<file path="src/rtl/ssts_pkg.sv">
// ----------------------------------------------------------------------------
// ssts_pkg
// Types, codes and constants shared by the serial SRAM sequencer modules.
// ----------------------------------------------------------------------------
package ssts_pkg;

    // request / input word codes
    localparam logic [2:0] CMD_READ  = 3'd0;
    localparam logic [2:0] CMD_FAST  = 3'd1;
    localparam logic [2:0] CMD_WRITE = 3'd2;
    localparam logic [2:0] CMD_WMODE = 3'd3;
    localparam logic [2:0] CMD_RMODE = 3'd4;
    localparam logic [2:0] CMD_RXB   = 3'd5;

    // result kinds
    localparam logic [1:0] KIND_TX   = 2'd0;
    localparam logic [1:0] KIND_DONE = 2'd1;
    localparam logic [1:0] KIND_BUSY = 2'd2;

    // active transaction codes (request code plus one)
    localparam logic [2:0] OP_IDLE  = 3'd0;
    localparam logic [2:0] OP_READ  = 3'd1;
    localparam logic [2:0] OP_FAST  = 3'd2;
    localparam logic [2:0] OP_RMODE = 3'd5;

    // device opcodes and fixed bytes
    localparam logic [7:0] OPC_READ  = 8'h03;
    localparam logic [7:0] OPC_FAST  = 8'h0B;
    localparam logic [7:0] OPC_WRITE = 8'h02;
    localparam logic [7:0] OPC_WRMR  = 8'h01;
    localparam logic [7:0] OPC_RDMR  = 8'h05;
    localparam logic [7:0] MODE_SEQ  = 8'h40;
    localparam logic [7:0] FILL_B4   = 8'h11;
    localparam logic [7:0] FILL_B5   = 8'h12;
    localparam logic [7:0] FILL_B6   = 8'h13;
    localparam logic [7:0] FILL_B7   = 8'h14;

    localparam int RUN_LEN = 9;
    localparam int RUN_IW  = 4;

    typedef struct packed {
        logic [2:0]  cmd;
        logic [23:0] address;
        logic [31:0] write_data;
        logic [7:0]  rx_byte;
    } t_in_item;

    typedef struct packed {
        logic [1:0]                     kind;
        logic [31:0]                    data;
        logic [RUN_IW-1:0]              last_idx;
        logic [RUN_LEN-1:0][7:0]        bytes;
    } t_run_desc;

endpackage

</file>
<file path="src/rtl/ssts_in_reg.sv">
// ----------------------------------------------------------------------------
// ssts_in_reg
// Input register: holds one accepted word until the core takes it.
// ----------------------------------------------------------------------------
module ssts_in_reg (
    input  logic              i_clk,
    input  logic              i_rst_n,
    input  logic              i_valid,
    output logic              o_ready,
    input  ssts_pkg::t_in_item i_item,
    output logic              o_valid,
    output ssts_pkg::t_in_item o_item,
    input  logic              i_take
);
    import ssts_pkg::*;

    logic     r_valid;
    t_in_item r_item;

    assign o_ready = !r_valid || i_take;
    assign o_valid = r_valid;
    assign o_item  = r_item;

    always_ff @(posedge i_clk) begin
        if (!i_rst_n) begin
            r_valid <= 1'b0;
        end else if (o_ready) begin
            r_valid <= i_valid;
        end
    end

    always_ff @(posedge i_clk) begin
        if (o_ready && i_valid) begin
            r_item <= i_item;
        end
    end

endmodule

</file>
<file path="src/rtl/ssts_core.sv">
// ----------------------------------------------------------------------------
// ssts_core
// Transaction state and run builder: decodes one word per cycle unless its
// result must wait; it updates the transaction state and feeds the emitter.
// ----------------------------------------------------------------------------
module ssts_core (
    input  logic               i_clk,
    input  logic               i_rst_n,
    input  logic               i_cfg_we,
    input  logic [7:0]         i_cfg_wdata,
    input  logic               i_in_valid,
    input  ssts_pkg::t_in_item i_item,
    output logic               o_take,
    input  logic               i_emit_free,
    output logic               o_load,
    output ssts_pkg::t_run_desc o_desc
);
    import ssts_pkg::*;

    logic [7:0]  r_mode_byte;
    logic [2:0]  r_op,    n_op;
    logic [3:0]  r_pend,  n_pend;
    logic [31:0] r_shift, n_shift;

    t_run_desc   desc;
    logic        has_res;
    logic [31:0] shifted;
    logic [3:0]  dec;

    always_comb begin
        n_op    = r_op;
        n_pend  = r_pend;
        n_shift = r_shift;
        desc    = '0;
        has_res = 1'b0;
        shifted = {r_shift[23:0], i_item.rx_byte};
        dec     = (r_pend != 4'd0) ? r_pend - 4'd1 : 4'd0;
        if (i_in_valid) begin
            unique case (i_item.cmd)
                CMD_RXB: begin
                    // drop returned bytes while idle
                    if (r_op != OP_IDLE) begin
                        n_shift = shifted;
                        n_pend  = dec;
                        if (dec == 4'd0) begin
                            n_op          = OP_IDLE;
                            has_res       = 1'b1;
                            desc.kind     = KIND_DONE;
                            if (r_op == OP_READ || r_op == OP_FAST) begin
                                desc.data = shifted;
                            end else if (r_op == OP_RMODE) begin
                                desc.data = {16'd0, shifted[15:0]};
                            end
                        end
                    end
                end
                CMD_READ, CMD_FAST, CMD_WRITE, CMD_WMODE, CMD_RMODE: begin
                    has_res = 1'b1;
                    if (r_op != OP_IDLE) begin
                        desc.kind = KIND_BUSY;
                    end else begin
                        desc.kind = KIND_TX;
                        n_op      = i_item.cmd + 3'd1;
                        n_shift   = '0;
                        desc.bytes[1] = i_item.address[23:16];
                        desc.bytes[2] = i_item.address[15:8];
                        desc.bytes[3] = i_item.address[7:0];
                        case (i_item.cmd)
                            CMD_READ: begin
                                desc.bytes[0] = OPC_READ;
                                desc.bytes[4] = FILL_B4;
                                desc.bytes[5] = FILL_B5;
                                desc.bytes[6] = FILL_B6;
                                desc.bytes[7] = FILL_B7;
                                desc.last_idx = 4'd7;
                            end
                            CMD_FAST: begin
                                desc.bytes[0] = OPC_FAST;
                                desc.last_idx = 4'd8;
                            end
                            CMD_WRITE: begin
                                desc.bytes[0] = OPC_WRITE;
                                desc.bytes[4] = i_item.write_data[31:24];
                                desc.bytes[5] = i_item.write_data[23:16];
                                desc.bytes[6] = i_item.write_data[15:8];
                                desc.bytes[7] = i_item.write_data[7:0];
                                desc.last_idx = 4'd7;
                            end
                            CMD_WMODE: begin
                                desc.bytes[0] = OPC_WRMR;
                                desc.bytes[1] = r_mode_byte;
                                desc.bytes[2] = FILL_B7;
                                desc.bytes[3] = 8'h00;
                                desc.last_idx = 4'd2;
                            end
                            default: begin
                                desc.bytes[0] = OPC_RDMR;
                                desc.bytes[1] = 8'h00;
                                desc.bytes[2] = 8'h00;
                                desc.bytes[3] = 8'h00;
                                desc.last_idx = 4'd2;
                            end
                        endcase
                        n_pend = desc.last_idx + 4'd1;
                    end
                end
                default: begin
                end
            endcase
        end
    end

    // words with no result never wait for the emitter
    assign o_take = i_in_valid && (!has_res || i_emit_free);
    assign o_load = o_take && has_res;
    assign o_desc = desc;

    always_ff @(posedge i_clk) begin
        if (!i_rst_n) begin
            r_mode_byte <= MODE_SEQ;
            r_op        <= OP_IDLE;
            r_pend      <= 4'd0;
            r_shift     <= '0;
        end else begin
            if (i_cfg_we) begin
                r_mode_byte <= i_cfg_wdata;
            end
            if (o_take) begin
                r_op    <= n_op;
                r_pend  <= n_pend;
                r_shift <= n_shift;
            end
        end
    end

endmodule

</file>
<file path="src/rtl/ssts_emit.sv">
// ----------------------------------------------------------------------------
// ssts_emit
// Result emitter: holds one run and hands out its words one per ready cycle.
// ----------------------------------------------------------------------------
module ssts_emit (
    input  logic                i_clk,
    input  logic                i_rst_n,
    input  logic                i_load,
    input  ssts_pkg::t_run_desc i_desc,
    output logic                o_free,
    output logic                o_valid,
    input  logic                i_ready,
    output logic [1:0]          o_kind,
    output logic [7:0]          o_tx_byte,
    output logic [31:0]         o_read_data,
    output logic                o_last
);
    import ssts_pkg::*;

    logic                 r_valid;
    t_run_desc            r_desc;
    logic [RUN_IW-1:0]    r_idx;

    assign o_valid     = r_valid;
    assign o_kind      = r_desc.kind;
    assign o_tx_byte   = (r_desc.kind == KIND_TX) ? r_desc.bytes[r_idx] : 8'h00;
    assign o_read_data = r_desc.data;
    assign o_last      = (r_idx == r_desc.last_idx);
    assign o_free      = !r_valid || (i_ready && o_last);

    always_ff @(posedge i_clk) begin
        if (!i_rst_n) begin
            r_valid <= 1'b0;
            r_idx   <= '0;
        end else if (i_load) begin
            r_valid <= 1'b1;
            r_idx   <= '0;
        end else if (r_valid && i_ready) begin
            // advance through the run, drop it after the last word
            if (o_last) begin
                r_valid <= 1'b0;
            end
            r_idx <= r_idx + RUN_IW'(1);
        end
    end

    always_ff @(posedge i_clk) begin
        if (i_load) begin
            r_desc <= i_desc;
        end
    end

endmodule

</file>
<file path="src/rtl/serial_sram_transaction_sequencer.sv">
// ----------------------------------------------------------------------------
// serial_sram_transaction_sequencer
// Frames serial SRAM transactions above a byte-wide SPI shifter.
// ----------------------------------------------------------------------------
// A request word (read, fast read, write, write mode, read mode) produces its
// transmit run of 8, 9, 8, 3 or 3 words, one per cycle while the output is
// ready, from a run register walked by a byte counter; a returned-byte word
// ends the transaction with a single done word after the expected count.
// A request while busy gives one reject word. One input word is taken per
// cycle whenever the input register is free, and the input register holds
// the next word while a run drains.
module serial_sram_transaction_sequencer (
    input  logic        i_clk,
    input  logic        i_rst_n,
    input  logic        i_cfg_we,
    input  logic [7:0]  i_cfg_wdata,
    input  logic        s_axis_tvalid,
    output logic        s_axis_tready,
    input  logic [63:0] s_axis_tdata,  // address[23:0], write_data[55:24], rx_byte[63:56]
    input  logic [2:0]  s_axis_tuser,  // cmd[2:0]
    output logic        m_axis_tvalid,
    input  logic        m_axis_tready,
    output logic [39:0] m_axis_tdata,  // tx_byte[7:0], read_data[39:8]
    output logic [1:0]  m_axis_tuser,  // kind[1:0]
    output logic        m_axis_tlast
);
    import ssts_pkg::*;

    t_in_item  in_item, reg_item;
    t_run_desc desc;
    logic      reg_valid;
    logic      take;
    logic      emit_free;
    logic      load;
    logic [7:0]  tx_byte;
    logic [31:0] read_data;

    assign in_item.cmd        = s_axis_tuser;
    assign in_item.address    = s_axis_tdata[23:0];
    assign in_item.write_data = s_axis_tdata[55:24];
    assign in_item.rx_byte    = s_axis_tdata[63:56];

    ssts_in_reg u_in_reg (
        .i_clk   (i_clk),
        .i_rst_n (i_rst_n),
        .i_valid (s_axis_tvalid),
        .o_ready (s_axis_tready),
        .i_item  (in_item),
        .o_valid (reg_valid),
        .o_item  (reg_item),
        .i_take  (take)
    );

    ssts_core u_core (
        .i_clk       (i_clk),
        .i_rst_n     (i_rst_n),
        .i_cfg_we    (i_cfg_we),
        .i_cfg_wdata (i_cfg_wdata),
        .i_in_valid  (reg_valid),
        .i_item      (reg_item),
        .o_take      (take),
        .i_emit_free (emit_free),
        .o_load      (load),
        .o_desc      (desc)
    );

    ssts_emit u_emit (
        .i_clk       (i_clk),
        .i_rst_n     (i_rst_n),
        .i_load      (load),
        .i_desc      (desc),
        .o_free      (emit_free),
        .o_valid     (m_axis_tvalid),
        .i_ready     (m_axis_tready),
        .o_kind      (m_axis_tuser),
        .o_tx_byte   (tx_byte),
        .o_read_data (read_data),
        .o_last      (m_axis_tlast)
    );

    assign m_axis_tdata = {read_data, tx_byte};

endmodule

</file>
<file path="config.mk">
export PLATFORM = sky130hd
export DESIGN_NAME = serial_sram_transaction_sequencer
export DESIGN_NICKNAME = d
export VERILOG_FILES = /design/src/rtl/ssts_pkg.sv /design/src/rtl/ssts_in_reg.sv /design/src/rtl/ssts_core.sv /design/src/rtl/ssts_emit.sv /design/src/rtl/serial_sram_transaction_sequencer.sv
export SDC_FILE = /design/constraint.sdc
export NUM_CORES = 1
export LEC_CHECK = 0
export BUFFER_PORTS_ARGS = -buffer_cell sky130_fd_sc_hd__buf_4
export CAP_MARGIN = 20
export CORE_MARGIN = 2
export CORE_UTILIZATION = 40
export DETAILED_ROUTE_END_ITERATION = 16
export PLACE_DENSITY = 0.64
export SLEW_MARGIN = 20
export SYNTH_ARGS = -nofsm -noshare
export SYNTH_HDL_FRONTEND = slang
export SYNTH_SLANG_ARGS = --single-unit
</file>
<file path="constraint.sdc">
create_clock -name i_clk -period 7 [get_ports i_clk]
set_clock_uncertainty 0.2 [all_clocks]
set_input_delay 1.4 -clock i_clk [delete_from_list [all_inputs] [get_ports i_clk]]
set_output_delay 1.4 -clock i_clk [all_outputs]
set_load 0.02 [all_outputs]
</file>
Yosys cells after proc, flatten, opt, wreduce, memory -nomap -nowiden. Cells that the tools add are included.

Add/subtract/negate cells: 4. Multipliers: 0. Divide/modulo/power cells: 0. $lt $le $gt $ge: 1. Equality and inequality tests: 12. Shift operators: 0. Mux-type cells: 34. Bitwise logic cells: 3. Reductions and logical operators: 29.

Operators with widths (count): one-hot mux 24 bit (2 select lines) (2); one-hot mux 32 bit (2 select lines) (1); 2-to-1 mux 24 bit (2); 2-to-1 mux 34 bit (1); 2-to-1 mux 33 bit (1); binary-select mux 8 bit (select 4 bit) (1); 2-to-1 mux 32 bit (1); 2-to-1 mux 4 bit (6); 2-to-1 mux 16 bit (1); 2-to-1 mux 8 bit (2); one-hot mux 4 bit (2 select lines) (2); one-hot mux 4 bit (4 select lines) (1); == test 3 x 2 -> 1 bit, second input constant (3); == test 3 bit, second input constant (3); 2-to-1 mux 3 bit (3); adder 4 x 1 -> 4 bit, second input constant (2); == test 3 x 1 -> 1 bit, second input constant (2); 2-to-1 mux 1 bit (6); one-hot mux 3 bit (2 select lines) (1); AND reduction 6 bit (1); nonzero test 2 bit (3); OR reduction 3 bit (2); logical AND 1 bit (5); < comparator 4 x 5 -> 1 bit, second input constant (1); other kinds (21) (30).

Flip-flop bits (word level): 214. Latch bits: 0. Bits in writable memories: 0. ROM bits: 0. Bits of input ports: 80. Output and inout bits: 45. Memories kept: 0.

Depth between registers and ports, before layout.
Depth in word-level cells: 13. Depth in mapped cells: 10.

By module. From an unflattened synthesis, not the netlist that was laid out.

Cell total of the unflattened synthesis: 676. Area, all modules: 9415.3 um^2.

Modules (own cells, without submodules): ssts_emit (times used 1, cells an instance 243, area each 4523.1 um^2, sequential area each 3403.3 um^2); ssts_core (times used 1, cells an instance 361, area each 2822.7 um^2, sequential area each 780.7 um^2); ssts_in_reg (times used 1, cells an instance 72, area each 2069.5 um^2, sequential area each 2031.9 um^2).

Least setup slack after synthesis. Ideal clock, no wire load.

Path type: in2reg. Start: input m_axis_tready. End: register u_emit.r_desc (netlist bit u_emit.o_kind[0]), enable pin. Setup time: 0.554 ns. Data arrival time: 5.838 ns. Required time: 6.246 ns. Setup slack: 0.409 ns. Stages on the path: 4. Buffers on the path: 0. Cell sequence: inv_1 -> a2111oi_4 -> nor2_1 -> nor2_1.

Word-level cells in the longest chain between the ends: 5.

Ends and longest elaborated chain: from (decl) (line serial_sram_transaction_sequencer.sv:22) `input logic m_axis_tready,`; logical AND 1 bit (line ssts_emit.sv:29) `assign o_free = !r_valid || (i_ready && o_last);`; logical OR 1 bit (line ssts_emit.sv:29); logical OR 1 bit (line ssts_core.sv:114) `assign o_take = i_in_valid && (!has_res || i_emit_free);`; logical AND 1 bit (line ssts_core.sv:114); logical AND 1 bit (line ssts_core.sv:115) `assign o_load = o_take && has_res;`; net load (line serial_sram_transaction_sequencer.sv:34) `logic load;`; to (signal assigned) (line ssts_emit.sv:49) `r_desc <= i_desc;`; to (decl) (line ssts_emit.sv:21) `t_run_desc r_desc;`.

The timed path passes the listed nets, and every way through them passes these cells. A chain may end at the register's enable or synchronous reset.

Final worst setup path.
Start: register u_in_reg.r_item (netlist bit u_in_reg.o_item[66]). End: output s_axis_tready.

Word-level cells in the longest chain between the ends: 8. Elaborated cells between the ends (all ways): 13. Classes of those cells: 5 x eq/ne; 2 x mux; 6 x reduce/logical.

Ends and longest elaborated chain: from (decl) (line ssts_in_reg.sv:18) `t_in_item r_item;`; from (signal assigned) (line ssts_in_reg.sv:34) `r_item <= i_item;`; == test 3 x 1 -> 1 bit (tied with other cells) (line ssts_core.sv:39) `unique case (i_item.cmd)`; OR reduction 5 bit (line ssts_core.sv:39); one-hot mux 1 bit (2 select lines) (*) (line ssts_core.sv:39); 2-to-1 mux 1 bit (*) (line ssts_core.sv:38) `if (i_in_valid) begin`; logical NOT 1 bit (*) (line ssts_core.sv:114); logical OR 1 bit (*) (line ssts_core.sv:114); logical AND 1 bit (*) (line ssts_core.sv:114); logical OR 1 bit (*) (line ssts_in_reg.sv:20) `assign o_ready = !r_valid || i_take;`; to (decl) (line serial_sram_transaction_sequencer.sv:18) `output logic s_axis_tready,`.

Every way passes the cells marked *; elsewhere a longest branch is shown, timed or not.

==> metrics.md <==
| Metric | Value |
|---|---|
| Outcome | `complete, no violations` |
| Power per cell area | `~270 nW/um2` |
| FF-to-FF End | `u_in_reg.o_item[35]` |
| Total global-route track usage | `0.141` |
| DRC viols | `0` |
| Crit path time final | `roughly 4.5 ns` |
| Crit path DAT | `just under 3 ns` |
| First-pass GRT wire length | `around 25000 um` |
| Final hold violations | `0` |
| Syn_area_per_cell | `around 14 um2` |
| Max-cap viol count | `0` |
| Yosys warnings | `0` |
| Share of cells above drive strength 1 | `0.263` |
| Peak supply drop | `0.214 mV` |
| Final wirelength | `roughly 16000 um` |
| WP buf/inv | `2` |
| Worst-path cell chain | `inv_1 > ha_1 > nor2_1 > nand2_1 > o21ai_0 > or2_2 > buf_4` |
| CP Capture Point | `s_axis_tready` |
| CTS Buf Count | `22` |
| Worst Setup SP | `u_in_reg.o_item[66]` |
| # fillers | `1795` |
| N_diodes | `0` |
| Hold buffer count at cts | `0` |
| Most frequent cells in the layout | `edfxtp_1, buf_4, and2_1` |
| Max-slew violations | `0` |
| Setup CP Type | `reg -> out` |
| Setup Buffers After CTS | `0` |
| Cell Rows | `53` |
| Cell variety after synth | `47` |
| CP top delay family | `simple AND/OR/NAND/NOR gates` |
| Drt first pass iters | `5` |
| Final ANT Viol Nets | `0` |
| Max_slew headroom | `0.297` |
| R2R setup slack | `~3 ns` |
| Pleak | `about 3.7 nW` |
| Achievable frequency | `222 MHz` |
| Worst-path clk slew | `0.06 ns` |
| Largest net degree at the start of global routing | `between 70 and 80` |
| RSZ-0062 raised after global routing | `false` |
| Crit. End Element | `primary output` |
| Post-Syn Nets | `710` |
| CP Depth | `7` |
| # H-tree levels | `1` |
| Die area | `between 20000 and 25000 um2` |
| I/O Pins | `approximately 130` |
| Sw Pwr | `0.000589 W` |
| Clock network fraction of total power | `0.436` |
| CP startpoint kind | `register` |
| DIE HEIGHT | `roughly 150 um` |
| # resized after CTS | `0` |
| Top_reg_cell synth | `edfxtp_1` |
| Initial core utilization | `0.406` |
| FFs w/ async S/R, synth | `0` |
| Core box area | `between 20000 and 25000 um2` |
| Hold path cells | `2` |
| Crit-path slowest cell | `edfxtp_1` |
| Routed len/inst | `16.1 um` |
| Clock Latency Late Sink | `0.50 ns` |
| FF+latch count, synth | `between 200 and 250` |
| # clock sinks | `~210` |
| Vias per inst | `about 5.0` |
| Final net count | `slightly below 800` |
| Vias in the first global route | `between 5000 and 6000` |
| Root Driver | `clkbuf_16` |
| Final Setup Violations | `0` |
| CTS max path bufs | `3` |
| Initial antenna violation count | `0` |
| Worst-path maximum fanout | `9` |
| Die Width | `approximately 150 um` |
| Hold Path Class | `reg -> reg` |
| Synth Cell Area | `approximately 8500 um2` |
| Crit-path max cell delay | `roughly 0.60 ns` |
| Cells after synthesis | `between 600 and 700` |
| Slew @ Worst Pin | `approximately 1.1 ns` |
| TNS Setup | `0 ns` |
| Leading cell type in the layout, fill and taps excluded | `edfxtp_1` |
| Placer's final routability congestion estimate | `between 0.8 and 0.9` |
| Comb power frac | `0.056` |
| Switching share of power | `0.212` |
| Placed Cells | `953` |
| Via count | `between 4000 and 5000` |
| Area Growth Syn to Fin | `19.4%` |
| DR iter-0 viols | `roughly 400` |
| TritonCTS clock tree | `built` |
| IO Port Bufs | `124` |
| Reg2Reg Depth | `8` |
| Cell Int Power | `~0.0022 W` |
| Layout Cells excl Fill | `about 990` |
| RR Startpoint | `u_in_reg.o_item[66]` |
| Overflow after GRT | `0` |
| EDFF count, synth | `approximately 160` |
| Worst EP required | `roughly 5.4 ns` |
| Flop pwr share | `0.508` |
| Sequential share of the synthesized area | `0.682` |
| Hpwl dp | `11000 um` |
| Fin crit share | `0.645` |
## final cells by class
class	count	area, um2	area share
multi-input combinational	334	2280	0.224
clock inverter	14	161	0.0158
tap	275	344	0.0337
inverter	9	33.8	0.00331
clock buffer	26	608	0.0596
timing repair buffer	126	946	0.0927
sequential	209	5830	0.571
## sequential cells by signal, indices dropped and copies added, names as in the netlist, 2 cells and up
signal              count
u_emit.r_idx            4
u_core.r_pend           4
u_core.r_op             3
u_core.r_shift         24
u_emit.o_read_data     32
u_core.r_mode_byte      8
u_in_reg.o_item        67
u_emit.r_desc          63
u_emit.o_kind           2
## synth_stat cells (9+ instances only)
library cell  number  share of area
nand2_1           37          0.016
buf_4             34          0.030
inv_1              9         0.0040
clkbuf_1          22         0.0097
dfxtp_1           45           0.11
nor2b_1            9         0.0066
o21ai_1           23          0.013
o21ai_0           10         0.0059
mux4_2            12          0.032
nor2_1            37          0.016
a21oi_1           19          0.011
edfxtp_1         164           0.58
nand4_1           25          0.018
mux2i_1           14          0.016
and2_1            71          0.052
## power groups by stage
stage	registers (W)	logic, W	clock network, W
5_1_grt	0.00142	0.000170	0.00129
4_1_cts	0.00141	0.000156	0.00124
3_3_place_gp	0.00144	0.000151	0
3_5_place_dp	0.00144	0.000156	0
6_report	0.00141	0.000155	0.00121
2_1_floorplan	0.00143	0.000101	0
## layer usage
metal  global-route usage  up-vias  part of all wire
met2                0.241      179              0.50
met3               0.0273       27             0.061
met1                0.184     2386              0.42
li1                     -     2396                 -
met5                    0        -                 0
met4               0.0396        0             0.019
## worst reg2reg max path, stage by stage (launching register included)
cell and delay, ns:
edfxtp_1 0.60, inv_1 0.11, ha_1 0.27, nor2_1 0.30, nand2_1 0.22, o21ai_0 0.52
or2_2 0.25, and2_2 0.55, buf_4 0.56
## cell families after synthesis
| family | synth area share |
|---|---|
| and+or+nand+nor | 0.135 |
| muxes | 0.0533 |
| buffers and inverters | 0.0541 |
| DFF | 0.682 |
| AOI/OAI and AO/OA | 0.0577 |
| xor gates and xnor gates | 0.00615 |
| adders and majority gates | 0.0117 |
## stage by stage
step | total power (W) | utilization | hold WS, ns | area [um2] | setup slack, ns
CTS | 0.00281 | 0.485 | 0.250 | 10200 | 2.47
finish | 0.00278 | 0.485 | 0.244 | 10200 | 2.49
global placement | 0.00159 | 0.448 | 0.238 | 9420 | 2.93
floorplan | 0.00153 | - | 0.224 | 8540 | 0.409
detailed placement | 0.00160 | 0.448 | 0.242 | 9420 | 2.80
global route | 0.00287 | 0.485 | 0.277 | 10200 | 2.28
## how the worst min path moves through the flow
stage	startpoint	to	slack, ns
after floorplan	u_core.r_shift[16]	u_core.r_shift[16]	0.22
after global placement	u_core.r_shift[17]	u_core.r_shift[17]	0.24
after detailed placement	u_core.r_shift[16]	u_core.r_shift[16]	0.24
after CTS	u_core.r_shift[16]	u_core.r_shift[16]	0.25
after global routing	u_core.r_shift[21]	u_core.r_shift[21]	0.28
final	u_core.r_shift[16]	u_core.r_shift[16]	0.24
Note: power is estimated with default switching activity, not from simulation.
